===== config.mk =====
export PLATFORM = sky130hd
export DESIGN_NAME = zbpa_controller
export DESIGN_NICKNAME = d
export VERILOG_FILES = /design/src/sv/zbpa_pkg.sv /design/src/sv/zbpa_controller.sv
export SDC_FILE = /design/constraint.sdc
export NUM_CORES = 1
export LEC_CHECK = 0
export ABC_AREA = 1
export ABC_CLOCK_PERIOD_IN_PS = 4500
export BUFFER_PORTS_ARGS = -buffer_cell sky130_fd_sc_hd__buf_2
export CAP_MARGIN = 15
export CORE_UTILIZATION = 60
export CTS_BUF_LIST = sky130_fd_sc_hd__clkbuf_4
export CTS_CLUSTER_DIAMETER = 60
export DETAILED_ROUTE_END_ITERATION = 10
export GPL_ROUTABILITY_DRIVEN = 0
export PLACE_DENSITY_LB_ADDON = 0.3
export SLEW_MARGIN = 20
export SYNTH_ARGS = -nofsm -noshare
export SYNTH_HDL_FRONTEND = slang
export SYNTH_SLANG_ARGS = --single-unit

===== constraint.sdc =====
create_clock -name aclk -period 4.5 [get_ports aclk]
set_input_delay 0.675 -clock aclk [delete_from_list [all_inputs] [get_ports aclk]]
set_output_delay 0.675 -clock aclk [all_outputs]
set_load 0.01 [all_outputs]

===== src/sv/zbpa_pkg.sv =====
`timescale 1ns / 1ps

package zbpa_pkg;

    localparam int PAGE_BITS_DEF = 20;
    localparam int TOP_ORDER_DEF = 10;

    localparam int FUNC_W   = 2;
    localparam int INDEX_W  = 20;
    localparam int COUNT_W  = 21;
    localparam int STATUS_W = 3;
    localparam int CFG_IDX_W = 1;

    localparam logic [FUNC_W-1:0] FN_ALLOC   = 2'd0;
    localparam logic [FUNC_W-1:0] FN_DROP    = 2'd1;
    localparam logic [FUNC_W-1:0] FN_RELEASE = 2'd2;
    localparam logic [FUNC_W-1:0] FN_ADDREF  = 2'd3;

    localparam logic [STATUS_W-1:0] ST_OK        = 3'd0;
    localparam logic [STATUS_W-1:0] ST_BAD_COUNT = 3'd1;
    localparam logic [STATUS_W-1:0] ST_NO_MEMORY = 3'd2;
    localparam logic [STATUS_W-1:0] ST_NOT_HELD  = 3'd3;
    localparam logic [STATUS_W-1:0] ST_SATURATED = 3'd4;

    localparam logic [CFG_IDX_W-1:0] REG_PAGE_LIMIT = 1'd0;
    localparam logic [CFG_IDX_W-1:0] REG_LOW_LIMIT  = 1'd1;

    typedef enum logic [4:0] {
        CMD_CLEAR,
        CMD_IDLE,
        CMD_DISPATCH,
        CMD_RC_UPDATE,
        CMD_FH_READ,
        CMD_FH_MARK,
        CMD_RR_CHECK,
        CMD_RR_CLEAR,
        CMD_RR_NEXT,
        CMD_MI_CHECK,
        CMD_MI_TEST,
        CMD_MI_ADVANCE,
        CMD_UNLINK,
        CMD_PUSH_HEAD,
        CMD_PUSH_LINK,
        CMD_TF_START,
        CMD_TF_SCAN,
        CMD_TF_SPLIT,
        CMD_RUN_ORDER,
        CMD_RUN_NEXT,
        CMD_TF_MARK,
        CMD_DONE
    } cmd_t;

    typedef enum logic [4:0] {
        S_CLEAR,
        S_IDLE,
        S_DISPATCH,
        S_RC_UPDATE,
        S_FH_READ,
        S_FH_MARK,
        S_RR_CHECK,
        S_RR_CLEAR,
        S_RR_NEXT,
        S_MI_CHECK,
        S_MI_TEST,
        S_MI_ADVANCE,
        S_UNLINK,
        S_PUSH_HEAD,
        S_PUSH_LINK,
        S_TF_START,
        S_TF_SCAN,
        S_TF_SPLIT,
        S_RUN_ORDER,
        S_RUN_NEXT,
        S_TF_MARK,
        S_DONE
    } state_t;

    typedef enum logic [1:0] {
        MRET_DONE,
        MRET_RANGE,
        MRET_RUN
    } merge_ret_t;

    typedef enum logic {
        URET_MERGE,
        URET_TAKE
    } unlink_ret_t;

    typedef enum logic {
        PRET_MERGE,
        PRET_SPLIT
    } push_ret_t;

    typedef struct packed {
        logic [FUNC_W-1:0] func;
        logic clr_last;
        logic bad_alloc;
        logic idx_out;
        logic cnt_zero;
        logic rc_zero;
        logic rc_one;
        logic rr_end;
        logic ri_in;
        logic mi_stop;
        logic mk_match;
        logic to_over;
        logic head_empty;
        logic can_fall;
        logic split_more;
        logic need_run;
        logic run_grow;
        logic run_last;
        logic mark_last;
        logic out_free;
    } dp_flags_t;

endpackage


===== src/sv/zbpa_controller.sv =====
`timescale 1ns / 1ps

module zbpa_controller
    import zbpa_pkg::*;
(
    input  logic      aclk,
    input  logic      aresetn,
    input  logic      in_valid,
    output logic      in_ready,
    input  dp_flags_t flags,
    output cmd_t      cmd
);

    state_t      state_reg, state_next;
    merge_ret_t  mret_reg, mret_next;
    unlink_ret_t uret_reg, uret_next;
    push_ret_t   pret_reg, pret_next;

    always_ff @(posedge aclk) begin
        if (!aresetn) begin
            state_reg <= S_CLEAR;
            mret_reg  <= MRET_DONE;
            uret_reg  <= URET_MERGE;
            pret_reg  <= PRET_MERGE;
        end else begin
            state_reg <= state_next;
            mret_reg  <= mret_next;
            uret_reg  <= uret_next;
            pret_reg  <= pret_next;
        end
    end

    always_comb begin
        state_next = state_reg;
        mret_next  = mret_reg;
        uret_next  = uret_reg;
        pret_next  = pret_reg;
        unique case (state_reg)
            S_CLEAR: begin
                if (flags.clr_last) state_next = S_IDLE;
            end
            S_IDLE: begin
                if (in_valid) state_next = S_DISPATCH;
            end
            S_DISPATCH: begin
                unique case (flags.func)
                    FN_ALLOC:   state_next = flags.bad_alloc ? S_DONE : S_TF_START;
                    FN_RELEASE: state_next = flags.cnt_zero ? S_DONE : S_RR_CHECK;
                    default:    state_next = flags.idx_out ? S_DONE : S_RC_UPDATE;
                endcase
            end
            S_RC_UPDATE: begin
                if (!flags.rc_zero && flags.func == FN_DROP && flags.rc_one) begin
                    state_next = S_FH_READ;
                    mret_next  = MRET_DONE;
                end else begin
                    state_next = S_DONE;
                end
            end
            S_FH_READ:  state_next = S_FH_MARK;
            S_FH_MARK:  state_next = S_MI_CHECK;
            S_RR_CHECK: begin
                priority if (flags.rr_end) state_next = S_DONE;
                else if (!flags.ri_in)    state_next = S_RR_NEXT;
                else                      state_next = S_RR_CLEAR;
            end
            S_RR_CLEAR: begin
                if (flags.rc_zero) begin
                    state_next = S_RR_NEXT;
                end else begin
                    state_next = S_FH_READ;
                    mret_next  = MRET_RANGE;
                end
            end
            S_RR_NEXT: state_next = S_RR_CHECK;
            S_MI_CHECK: begin
                if (flags.mi_stop) begin
                    state_next = S_PUSH_HEAD;
                    pret_next  = PRET_MERGE;
                end else begin
                    state_next = S_MI_TEST;
                end
            end
            S_MI_TEST: begin
                if (flags.mk_match) begin
                    state_next = S_UNLINK;
                    uret_next  = URET_MERGE;
                end else begin
                    state_next = S_PUSH_HEAD;
                    pret_next  = PRET_MERGE;
                end
            end
            S_MI_ADVANCE: state_next = S_MI_CHECK;
            S_UNLINK: begin
                state_next = (uret_reg == URET_TAKE) ? S_TF_SPLIT : S_MI_ADVANCE;
            end
            S_PUSH_HEAD: state_next = S_PUSH_LINK;
            S_PUSH_LINK: begin
                if (pret_reg == PRET_SPLIT) begin
                    state_next = S_TF_SPLIT;
                end else begin
                    unique case (mret_reg)
                        MRET_RANGE: state_next = S_RR_NEXT;
                        MRET_RUN:   state_next = S_RUN_NEXT;
                        default:    state_next = S_DONE;
                    endcase
                end
            end
            S_TF_START: state_next = S_TF_SCAN;
            S_TF_SCAN: begin
                priority if (flags.to_over) begin
                    state_next = flags.can_fall ? S_TF_START : S_DONE;
                end else if (flags.head_empty) begin
                    state_next = S_TF_SCAN;
                end else begin
                    state_next = S_UNLINK;
                    uret_next  = URET_TAKE;
                end
            end
            S_TF_SPLIT: begin
                priority if (flags.split_more) begin
                    state_next = S_PUSH_HEAD;
                    pret_next  = PRET_SPLIT;
                end else if (flags.need_run) begin
                    state_next = S_RUN_ORDER;
                end else begin
                    state_next = S_TF_MARK;
                end
            end
            S_RUN_ORDER: begin
                if (!flags.run_grow) begin
                    state_next = S_MI_CHECK;
                    mret_next  = MRET_RUN;
                end
            end
            S_RUN_NEXT: state_next = flags.run_last ? S_TF_MARK : S_RUN_ORDER;
            S_TF_MARK: begin
                if (flags.mark_last) state_next = S_DONE;
            end
            S_DONE: begin
                if (flags.out_free) state_next = S_IDLE;
            end
            default: state_next = S_CLEAR;
        endcase
    end

    always_comb begin
        in_ready = (state_reg == S_IDLE);
        unique case (state_reg)
            S_CLEAR:      cmd = CMD_CLEAR;
            S_IDLE:       cmd = CMD_IDLE;
            S_DISPATCH:   cmd = CMD_DISPATCH;
            S_RC_UPDATE:  cmd = CMD_RC_UPDATE;
            S_FH_READ:    cmd = CMD_FH_READ;
            S_FH_MARK:    cmd = CMD_FH_MARK;
            S_RR_CHECK:   cmd = CMD_RR_CHECK;
            S_RR_CLEAR:   cmd = CMD_RR_CLEAR;
            S_RR_NEXT:    cmd = CMD_RR_NEXT;
            S_MI_CHECK:   cmd = CMD_MI_CHECK;
            S_MI_TEST:    cmd = CMD_MI_TEST;
            S_MI_ADVANCE: cmd = CMD_MI_ADVANCE;
            S_UNLINK:     cmd = CMD_UNLINK;
            S_PUSH_HEAD:  cmd = CMD_PUSH_HEAD;
            S_PUSH_LINK:  cmd = CMD_PUSH_LINK;
            S_TF_START:   cmd = CMD_TF_START;
            S_TF_SCAN:    cmd = CMD_TF_SCAN;
            S_TF_SPLIT:   cmd = CMD_TF_SPLIT;
            S_RUN_ORDER:  cmd = CMD_RUN_ORDER;
            S_RUN_NEXT:   cmd = CMD_RUN_NEXT;
            S_TF_MARK:    cmd = CMD_TF_MARK;
            S_DONE:       cmd = CMD_DONE;
            default:      cmd = CMD_CLEAR;
        endcase
    end

    assert property (@(posedge aclk) disable iff (!aresetn)
        (state_reg == S_UNLINK && uret_reg == URET_TAKE) |=> state_reg == S_TF_SPLIT)
        else $error("unlink for a take did not return to the split step");

    assert property (@(posedge aclk) disable iff (!aresetn)
        (state_reg == S_CLEAR) |-> !in_ready)
        else $error("request accepted during the clearing sweep");

    assert property (@(posedge aclk) disable iff (!aresetn)
        (state_reg == S_IDLE && in_valid) |=> state_reg == S_DISPATCH)
        else $error("accepted request was not dispatched");

endmodule


=== After elaboration in Yosys (flattened, before gate mapping) ===
Memory sizes are Yosys's and may differ from the RTL's. A register that Yosys moved wholly into a read port is not among the register bits.
Index checks and enable logic that the tools add are counted.

* Memory bits (read-only): 160
* Memories kept: 1
* Flip-flop bits (word level): 9
* Bits in latches: 0
* Memory bits (writable): 0
* Output and inout port bits: 6
* Input bits: 24

{| class="wikitable"
|+ Memories
! memory !! depth !! bits a word !! read ports !! clocked after memory_dff !! write ports !! line !! RTL
|-
| (no name shown) || 32 || 5 || 1 || 1 || 0 || zbpa_controller.sv:149 || <nowiki>unique case (state_reg)</nowiki>
|}

* Equal/unequal tests: 38
* $mul: 0
* Add/sub/neg operators: 0
* Bitwise operators: 0
* Reductions and logical operators: 13
* Order comparisons: 0
* Shift operators: 0
* Muxes and demuxes: 39
* Divide/modulo/power cells: 0

{| class="wikitable"
|+ Operator list
! cell !! count
|-
| 5-bit case mux with 21 select lines || 1
|-
| 5-bit 2-to-1 mux || 18
|-
| 5-bit by 4-bit == test with 1-bit output (second input constant) || 8
|-
| 5-bit == test (second input constant) || 6
|-
| 2-bit != test (second input constant) || 13
|-
| 5-bit by 3-bit == test with 1-bit output (second input constant) || 4
|-
| 5-bit case mux with 2 select lines || 2
|-
| 4-bit AND reduction || 3
|-
| 5-bit by 2-bit == test with 1-bit output (second input constant) || 2
|-
| 3-bit 2-to-1 mux || 3
|-
| 4-bit 2-to-1 mux || 2
|-
| 1-bit 2-to-1 mux || 7
|-
| 2-bit 2-to-1 mux || 3
|-
| 2-bit case mux with 3 select lines || 1
|-
| 3-bit nonzero test || 2
|-
| 5-bit by 1-bit == test with 1-bit output (second input constant) || 1
|-
| 5-bit logical NOT || 1
|-
| 5-bit AND reduction || 1
|-
| 2-bit by 1-bit == test with 1-bit output (second input constant) || 2
|-
| 2-bit == test (second input constant) || 2
|-
| 1-bit case mux with 3 select lines || 1
|-
| 1-bit logical AND || 2
|-
| 2-bit logical NOT || 1
|-
| 1-bit case mux with 2 select lines || 1
|-
| 3 further kinds || 3
|}

=== Depth between registers and ports, before layout ===
Gate-level depths: netlist of run 1.

* Depth after elaboration: 7
* Depth in mapped cells: 14

=== Worst setup path after synthesis of run 1 ===
No wires, ideal clock.

* Path kind: input -> register
* From: in flags[11] (netlist name)
* To: reg cmd[0] (netlist name)
* Data required time: 4,434 ps
* Arrival: 1,621 ps
* Stages: 10
* Setup slack: 2,813 ps
* Cell sequence: or2_2 > nand3_1 > nand2_1 > nor2_1 > nand3_1 > nand2_1 > nand2_2 > nand3_1 > nand2_2 > a21oi_2

* Longest elaborated chain between the ends: 5

{| class="wikitable"
|+ RTL lines
! what !! line !! RTL
|-
| from (decl) || zbpa_controller.sv:10 || <nowiki>input dp_flags_t flags,</nowiki>
|-
| 4-bit 2-to-1 mux || zbpa_controller.sv:64 || <nowiki>else if (!flags.ri_in) state_next = S_RR_NEXT;</nowiki>
|-
| 5-bit 2-to-1 mux || zbpa_controller.sv:63 || <nowiki>priority if (flags.rr_end) state_next = S_DONE;</nowiki>
|-
| 5-bit case mux with 21 select lines || zbpa_controller.sv:38 || <nowiki>unique case (state_reg)</nowiki>
|-
| 5-bit 2-to-1 mux (no source line) (2 in a row) || n/a ||
|}

Every way passes these cells.
A chain may end at the register's enable or synchronous reset.

=== Worst setup path after layout of run 1 ===
* From: reg state_reg[4]
* To: out in_ready

* Longest elaborated chain between the ends: 1

{| class="wikitable"
|+ RTL lines
! what !! line !! RTL
|-
| from (decl) || zbpa_controller.sv:14 || <nowiki>state_t state_reg, state_next;</nowiki>
|-
| from (signal assigned) || zbpa_controller.sv:26 || <nowiki>state_reg <= state_next;</nowiki>
|-
| 5-bit by 1-bit == test with 1-bit output || zbpa_controller.sv:148 || <nowiki>in_ready = (state_reg == S_IDLE);</nowiki>
|-
| to (decl) || zbpa_controller.sv:9 || <nowiki>output logic in_ready,</nowiki>
|}

Every way passes these cells.

==> flow_summary.yaml, run 1 <==
detailed_routing:
  first_iter_violations: 135
  wl_per_cell_um: 12.98
  routed-wl-met3_um: 433
  wl_met1_um: 1426
  postRouteAntennaNets: 0
  wl_met2_um: 1556
  top_layer: "met4"
  routed_wl_um: 3635
  drt_pass1_iterations: 5
  via_count: 1597
  viasPerCell: 5.704
  drc: 0
synthesis:
  syn_nets: 248
  synth_edf_count: 0
  synth.largest_area_cell: "dfxtp_1"
  synth_seq_cells: 14
  synth_top_area_frac: 0.2117
  synth_top_cells_by_area: "dfxtp_1 (21%), nand2_1 (14%), nand3_1 (11%), inv_1 (8.5%), nor2_1 (8.5%)"
  synth-main-ff-cell: "dfxtp_1"
  synthCells: 222
  synthDistinctLibCells: 33
  yosys_warnings: 0
  async_reset_ff_frac: 0
  synth_area_per_cell_um2: 5.963
  netlist_area_um2: 1324
  yosysSeqAreaShare: 0.2117
grt:
  grt_pass1_vias: 1417
  overflow: 0
  grt_pass1_wl_um: 6030
  antenna_found_initial: 0
  grt_max_degree: 16
  track_usage: 0.3276
finish:
  layout_commonest_cell: "nand2_1"
  nets: 280
  num_antenna_cells: 0
  fin_area_um2: 1516
  area_growth_pct: 14.56
  layout_common_cells: "nand2_1 (51), inv_1 (30), nand3_1 (30), nor2_1 (30), buf_2 (29)"
  drive_gt1_frac: 0.2451
clocking:
  cts_hold_buf: 0
  cts_tree: "done"
  cts_root_buffer: "clkbuf_4"
  htreeDepth: 1
  clock_path_buffers: 2
  clock-sinks: 14
  cts_resized: 0
  cts_setup_buffers: 0
  clk_latency_ns: 0.29
  cts_buffers: 3
  clk_pin_slew_ns: 0.09
run:
  drv_cap: 0
placed_design:
  portBuffers: 29
  post-place-ws_ns: 2.594
  dp_hpwl_um: 2878
  placed_cell_area_um2: 1490
timing:
  finalCritPeriodShare: 0.4815
  rsz0062_at_grt: "false"
  clock_skew_ns: 0.01023
  hold_slack_ns: 0.4882
  setup-tns-final_ns: 0
  slew_violations: 0
  min_period_ns: 2.167
  setup_viol: 0
  worst_slack_ns: 2.333
  hold_violations: 0
  max_slew_margin: 0.7065
  fmax_ghz: 0.4615
  worst_slew_pin_slew_ns: 0.4397
critical_path:
  required_ns: 3.83
  endpoint_kind: "output pin"
  rrSetupSlack_ns: 2.48
  cp-start-kind: "register"
  arrival_ns: 1.49
  criticalPathCategory: "reg -> out"
  crit_fanout: 15
outcome:
  status: "completed"
hold_path:
  hp-class: "reg -> reg"
power_and_ir_drop:
  peakVddDrop_uv: 222.6
  power.density_nw_per_um2: 399.3
  power.leakage_uw: 0.0008322
floorplan:
  dieArea_um2: 2398
  die_w_um: 48.97
  fp-row-count: 16
  die_h_um: 48.97
  coreArea_um2: 2022
  io_pins: 30
  start_util: 0.6547
synthesized netlist by cell type, types with 3 or more instances:
library cell  count
dfxtp_1          14
nor3_1            5
nand3_1          30
inv_1            30
inv_2             8
nand4_1           5
o211ai_1          3
a21oi_1           6
nand2_2           6
nand2_1          51
nor2_1           30
nor2_4            4
o21ai_0           4
critical path, stage by stage (launching register included):
cell and delay (ns):
dfxtp_1 0.60, inv_2 0.22, nand3_1 0.19, inv_2 0.06, buf_2 0.13
worst paths after layout:
kind                             start                     to  depth (start not counted)
max          state_reg[4]$_SDFFE_PN0N_               in_ready                          4
min              pret_reg$_SDFFE_PN0P_  pret_reg$_SDFFE_PN0P_                          2
max reg2reg  state_reg[4]$_SDFFE_PN0N_         cmd[1]$_DFF_P_                          9
min reg2reg      pret_reg$_SDFFE_PN0P_  pret_reg$_SDFFE_PN0P_                          2
power by group:
group	internal (uW)	total [uW]	switching, uW
combinational	116	344	228
clock	32.3	76.7	44.4
sequential	149	185	36.0
total	298	606	308
per-stage QoR:
step | util | total power [uW] | std cells
2_1_floorplan | - | 436.7 | 222
3_3_place_gp | 0.7370 | 512.4 | 276
3_5_place_dp | 0.7370 | 520.0 | 276
4_1_cts | 0.7500 | 597.1 | 280
5_1_grt | 0.7500 | 643.1 | 280
6_report | 0.7500 | 605.5 | 280
cell families after synthesis:
logic type | Yosys count | synth area share
adder cells (fa/ha/maj) | 2 | 0.01890
AO/OA/AOI/OAI | 23 | 0.1172
AND/OR/NAND/NOR | 143 | 0.5350
flip-flops | 14 | 0.2117
buffers and inverters | 40 | 0.1172
cell type report:
| class | instances | area [um^2] |
|---|---|---|
| Multi-Input combinational cell | 168 | 888.4 |
| Tap cell | 27 | 33.78 |
| Clock inverter | 1 | 3.754 |
| Clock buffer | 3 | 22.52 |
| Fill cell | 179 | 505.5 |
| Timing Repair Buffer | 29 | 145.1 |
| Sequential cell | 14 | 280.3 |
| Inverter | 38 | 142.6 |
per-layer routing:
metal,track usage,vias up
li1,-,778
met1,0.3935,651
met2,0.5324,137
met3,0.06854,31
met4,0.2010,0
met5,0,-
No activity file was read; power rests on OpenSTA's default activity.
==> run 2: changes to the inputs <==
--- a/config.mk
+++ b/config.mk
@@ -6,10 +6,10 @@
 export NUM_CORES = 1
 export LEC_CHECK = 0
 export ABC_AREA = 1
-export ABC_CLOCK_PERIOD_IN_PS = 4500
+export ABC_CLOCK_PERIOD_IN_PS = 1970
 export BUFFER_PORTS_ARGS = -buffer_cell sky130_fd_sc_hd__buf_2
 export CAP_MARGIN = 15
-export CORE_UTILIZATION = 60
+export CORE_UTILIZATION = 50
 export CTS_BUF_LIST = sky130_fd_sc_hd__clkbuf_4
 export CTS_CLUSTER_DIAMETER = 60
 export DETAILED_ROUTE_END_ITERATION = 10
==> constraint.sdc (replaced) <==
create_clock -name aclk -period 1.97 [get_ports aclk]
set_input_delay 0.2955 -clock aclk [delete_from_list [all_inputs] [get_ports aclk]]
set_output_delay 0.2955 -clock aclk [all_outputs]
set_load 0.01 [all_outputs]
==> flow_summary.yaml, run 2 (synthesis gave the netlist of run 1 again) <==
outcome:
  status: "completed"
floorplan:
  die_w_um: 53.46
  start_util: 0.5295
  coreArea_um2: 2500
  fp-row-count: 18
  die_h_um: 53.46
  dieArea_um2: 2857
  io_pins: 30
run:
  drv_cap: 0
clocking:
  clock-sinks: 14
  htreeDepth: 1
  clk_pin_slew_ns: 0.09
  cts_tree: "done"
  cts_setup_buffers: 0
  clock_path_buffers: 2
  clk_latency_ns: 0.28
  cts_hold_buf: 0
  cts_root_buffer: "clkbuf_4"
  cts_buffers: 3
grt:
  overflow: 0
  grt_pass1_wl_um: 5582
  grt_max_degree: 16
  grt_pass1_vias: 1326
  antenna_found_initial: 0
  track_usage: 0.2713
critical_path:
  criticalPathCategory: "reg -> reg"
  arrival_ns: 2.03
  r2r_end: "cmd[2]$_DFF_P_"
  reg2reg_from: "state_reg[2]$_SDFFE_PN0N_"
  endpoint_kind: "register"
  required_ns: 2.18
  cp-start-kind: "register"
  rrSetupSlack_ns: 0.15
  crit_fanout: 8
  ff2ff_path_depth: 11
power_and_ir_drop:
  power.leakage_uw: 0.0008430
  power.density_nw_per_um2: 891.3
  peakVddDrop_uv: 774.8
timing:
  setup_viol: 0
  hold_violations: 0
  min_period_ns: 1.822
  fmax_ghz: 0.5489
  rsz0062_at_grt: "false"
  clock_skew_ns: 0.008440
  slew_violations: 0
  worst_slew_pin_slew_ns: 0.3360
  setup-tns-final_ns: 0
  finalCritPeriodShare: 0.9248
  max_slew_margin: 0.7757
placed_design:
  dp_hpwl_um: 2955
  portBuffers: 29
hold_path:
  hp-class: "in -> reg"
  whs_path_depth: 3
  min_from: "aresetn"
  min_to: "uret_reg$_SDFFE_PN0P_"
detailed_routing:
  via_count: 1517
  wl_met2_um: 1607
  postRouteAntennaNets: 0
  viasPerCell: 5.323
  drt_pass1_iterations: 4
  routed_wl_um: 3502
  wl_met1_um: 1541
  drc: 0
  first_iter_violations: 62
  wl_per_cell_um: 12.29
  routed-wl-met3_um: 299
  top_layer: "met4"
finish:
  post-route-util: 0.6156
  nets: 282
  area_growth_pct: 16.26
  num_antenna_cells: 0
  layout_commonest_cell: "nand2_1"
  drive_gt1_frac: 0.2588
  num-fill-cells: 277
  layout_common_cells: "nand2_1 (51), inv_1 (30), nand3_1 (30)"
run 2: cell count changes in the layout (fill, tap and decap cells not counted):
| cell | before | now |
|---|---|---|
| dfxtp_2 | 0 | 1 |
| nor2_2 | 2 | 3 |
| dfxtp_1 | 14 | 13 |
| nor2_1 | 30 | 29 |
| buf_4 | 0 | 2 |
run 2: worst max path at each step:
stage | from | endpoint | slack, ns | cells after the start
after global routing | state_reg[2]$_SDFFE_PN0N_ | cmd[0]$_DFF_P_ | 0.02 | 11
final | state_reg[2]$_SDFFE_PN0N_ | cmd[2]$_DFF_P_ | 0.15 | 11
after detailed placement | state_reg[1]$_SDFFE_PN0N_ | cmd[2]$_DFF_P_ | 0.17 | 14
after floorplan | state_reg[3]$_SDFFE_PN0N_ | cmd[0]$_DFF_P_ | 0.40 | 11
after global placement | state_reg[1]$_SDFFE_PN0N_ | cmd[2]$_DFF_P_ | 0.18 | 14
after CTS | state_reg[1]$_SDFFE_PN0N_ | cmd[2]$_DFF_P_ | 0.14 | 14
run 2: repair_timing:
action                                  CTS  global route
hold endpoints to repair                  0             0
endpoints found under the setup margin    0             3
resized for setup                         0             2
run 2: cell type report:
type                            instances  area (um^2)  share of cell area
Multi-Input combinational cell        168        890.9              0.5789
Clock buffer                            3        22.52             0.01463
Sequential cell                        14        281.5              0.1829
Inverter                               38        142.6             0.09268
Clock inverter                          1        3.754            0.002439
Tap cell                               30        37.54             0.02439
Timing Repair Buffer                   31        160.2              0.1041
run 2: critical path, stage by stage, from the launching register on:
cell and delay (ns):
dfxtp_1 0.53, inv_2 0.13, nor2_8 0.16, nand3_2 0.11, or2_4 0.26, nand3_4 0.08
nor2_4 0.05, nand2_1 0.07, nand2_1 0.06, nand2_1 0.11, nand2_1 0.07, a21oi_1 0.12
run 2: power breakdown:
group | switching [uW] | leakage (uW) | internal, uW | total (uW)
Combinational | 524 | 0.000713 | 272 | 796
Sequential | 66.6 | 0.000114 | 343 | 409
Clock | 93.4 | 0.0000154 | 73.3 | 167
Total | 684 | 0.000843 | 688 | 1370
run 2: per-layer routing:
metal	vias to the layer above	track usage
met5	-	0
met4	0	0.05702
met3	6	0.03161
met2	59	0.4688
met1	671	0.3542
li1	781	-
run 2: through the flow:
stage | cells | hold slack, ns | total power [uW] | cell area, um^2 | worst slack (ns)
detailed placement | 281 | 0.4723 | 1202 | 1509 | 0.1651
global route | 285 | 0.3387 | 1488 | 1539 | 0.01512
global placement | 281 | 0.4662 | 1194 | 1509 | 0.1773
CTS | 285 | 0.3172 | 1375 | 1535 | 0.1408
finish | 285 | 0.3278 | 1372 | 1539 | 0.1482
floorplan | 222 | 0.4112 | 997.6 | 1324 | 0.3993
==> run 3: changes to the inputs <==
--- a/config.mk
+++ b/config.mk
@@ -9,11 +9,14 @@
 export ABC_CLOCK_PERIOD_IN_PS = 1970
 export BUFFER_PORTS_ARGS = -buffer_cell sky130_fd_sc_hd__buf_2
 export CAP_MARGIN = 15
-export CORE_UTILIZATION = 50
+export CELL_PAD_IN_SITES_DETAIL_PLACEMENT = 0
+export CELL_PAD_IN_SITES_GLOBAL_PLACEMENT = 2
+export CORE_UTILIZATION = 26
 export CTS_BUF_LIST = sky130_fd_sc_hd__clkbuf_4
 export CTS_CLUSTER_DIAMETER = 60
 export DETAILED_ROUTE_END_ITERATION = 10
 export GPL_ROUTABILITY_DRIVEN = 0
+export GPL_TIMING_DRIVEN = 0
 export PLACE_DENSITY_LB_ADDON = 0.3
 export SLEW_MARGIN = 20
 export SYNTH_ARGS = -nofsm -noshare
==> flow_summary.yaml, run 3 (synthesis gave the netlist of run 1 again) <==
grt:
  grt_pass1_wl_um: 6555
  grt_max_degree: 11
  track_usage: 0.1624
  grt_pass1_vias: 1388
  antenna_found_initial: 0
  overflow: 0
floorplan:
  die_w_um: 73.36
  start_util: 0.2748
  fp-row-count: 25
  io_pins: 30
  coreArea_um2: 4817
  die_h_um: 73.36
  dieArea_um2: 5381
detailed_routing:
  wl_per_cell_um: 12.75
  routed_wl_um: 4117
  drt_pass1_iterations: 4
  postRouteAntennaNets: 0
  first_iter_violations: 104
  drc: 0
  viasPerCell: 4.598
  via_count: 1485
critical_path:
  crit_fanout: 10
  reg2reg_from: "state_reg[4]$_SDFFE_PN0N_"
  ff2ff_path_depth: 13
  criticalPathCategory: "reg -> reg"
  r2r_end: "cmd[2]$_DFF_P_"
  required_ns: 2.15
  arrival_ns: 2.01
  endpoint_kind: "register"
  cp-start-kind: "register"
  rrSetupSlack_ns: 0.13
hold_path:
  whs_path_depth: 3
  hp-class: "in -> reg"
  min_to: "uret_reg$_SDFFE_PN0P_"
  min_from: "aresetn"
timing:
  max_slew_margin: 0.7231
  clock_skew_ns: 0.02669
  worst_slack_ns: 0.1331
  finalCritPeriodShare: 0.9325
  worst_slew_pin_slew_ns: 0.4118
  min_period_ns: 1.837
  rsz0062_at_grt: "false"
  slew_violations: 0
  fmax_ghz: 0.5444
  hold_violations: 0
  setup_viol: 0
  setup-tns-final_ns: 0
finish:
  num_antenna_cells: 0
  layout_commonest_cell: "nand2_1"
  multi_input_area_um2: 900.9
  num-fill-cells: 578
  fin_area_um2: 1609
  nets: 283
  ff_latch_area_um2: 284.0
  area_growth_pct: 21.55
  layout_common_cells: "nand2_1 (51), inv_1 (30), nor2_1 (29), nand3_1 (29), buf_2 (29)"
  drive_gt1_frac: 0.2734
placed_design:
  placed_cell_area_um2: 1553
  post-place-ws_ns: 0.04239
  portBuffers: 29
  dp_hpwl_um: 3512
clocking:
  cts_tree: "done"
  clk_latency_ns: 0.31
  clock-sinks: 14
  clk_pin_slew_ns: 0.12
  clock_path_buffers: 2
  htreeDepth: 1
  cts_buffers: 3
  cts_root_buffer: "clkbuf_4"
power_and_ir_drop:
  p_sw_uw: 732.0
  peakVddDrop_uv: 356.2
  sequentialPowerShare: 0.284
  comb_power_share: 0.585
  swShare: 0.5082
  power.density_nw_per_um2: 895.3
  p_clk_frac: 0.131
  power.leakage_uw: 0.0008499
  p_int_uw: 708.5
outcome:
  status: "completed"
run:
  drv_cap: 0
-- run 3: changes by cell type in the layout (fill, tap and decap cells not counted), sizes merged --
cell and change:
clkbuf +1
-- run 3: worst max-delay path, cell delays in order (launching register included) --
cell and delay [ns]:
dfxtp_1 0.33, buf_6 0.16, inv_2 0.08, clkbuf_4 0.21, nor2_4 0.14, nand2_1 0.11, o21bai_1 0.19, nor2_1 0.08
nand2_1 0.09, nand2_1 0.05, nand2_1 0.07, nand2_1 0.09, nand2_1 0.08, a21oi_1 0.06
-- run 3: power groups by stage --
stage | logic, uW | clock network [uW] | registers (uW)
4_1_cts | 820 | 192 | 405
3_3_place_gp | 826 | 0 | 412
3_5_place_dp | 818 | 0 | 412
2_1_floorplan | 581 | 0 | 417
6_report | 842 | 188 | 410
5_1_grt | 942 | 199 | 417
-- run 3: how the worst max path moves through the flow --
| stage | start | to | slack [ns] | cells after the start |
|---|---|---|---|---|
| final | state_reg[4]$_SDFFE_PN0N_ | cmd[2]$_DFF_P_ | 0.13 | 13 |
| after global routing | state_reg[2]$_SDFFE_PN0N_ | cmd[2]$_DFF_P_ | 0.001 | 11 |
| after CTS | state_reg[4]$_SDFFE_PN0N_ | cmd[2]$_DFF_P_ | 0.02 | 11 |
| after detailed placement | state_reg[4]$_SDFFE_PN0N_ | cmd[2]$_DFF_P_ | 0.04 | 11 |
| after global placement | state_reg[4]$_SDFFE_PN0N_ | cmd[2]$_DFF_P_ | 0.004 | 11 |
| after floorplan | state_reg[3]$_SDFFE_PN0N_ | cmd[0]$_DFF_P_ | 0.40 | 11 |
-- run 3: layout make-up --
cell class	count	share of cell area
clock buffer	3	0.01400
buffer	2	0.01166
tap	67	0.05210
timing repair buffer	30	0.09487
sequential	14	0.1765
multi-input combinational	168	0.5599
inverter	38	0.08865
clock inverter	1	0.002333
-- run 3: routing by layer --
layer | vias to the layer above | global-route usage | wire, um
met4 | 0 | 0.04487 | 61
met5 | - | 0 | 0
li1 | 781 | - | -
met2 | 29 | 0.2644 | 1862
met3 | 8 | 0.02469 | 138
met1 | 667 | 0.2224 | 2055
-- run 3: timing repair --
item	CTS	global route
setup endpoints to repair	0	6
setup buffers	0	1
hold buffers	0	0
gates resized for setup	0	9
-- run 3: metrics by stage --
stage          std cells  utilization  hold slack, ns  power, uW
2_1_floorplan        222            -          0.4112      997.6
3_3_place_gp         318       0.3223          0.4628       1238
3_5_place_dp         318       0.3223          0.4808       1229
4_1_cts              322       0.3278          0.3107       1417
5_1_grt              323       0.3340          0.3360       1558
6_report             323       0.3340          0.3059       1441
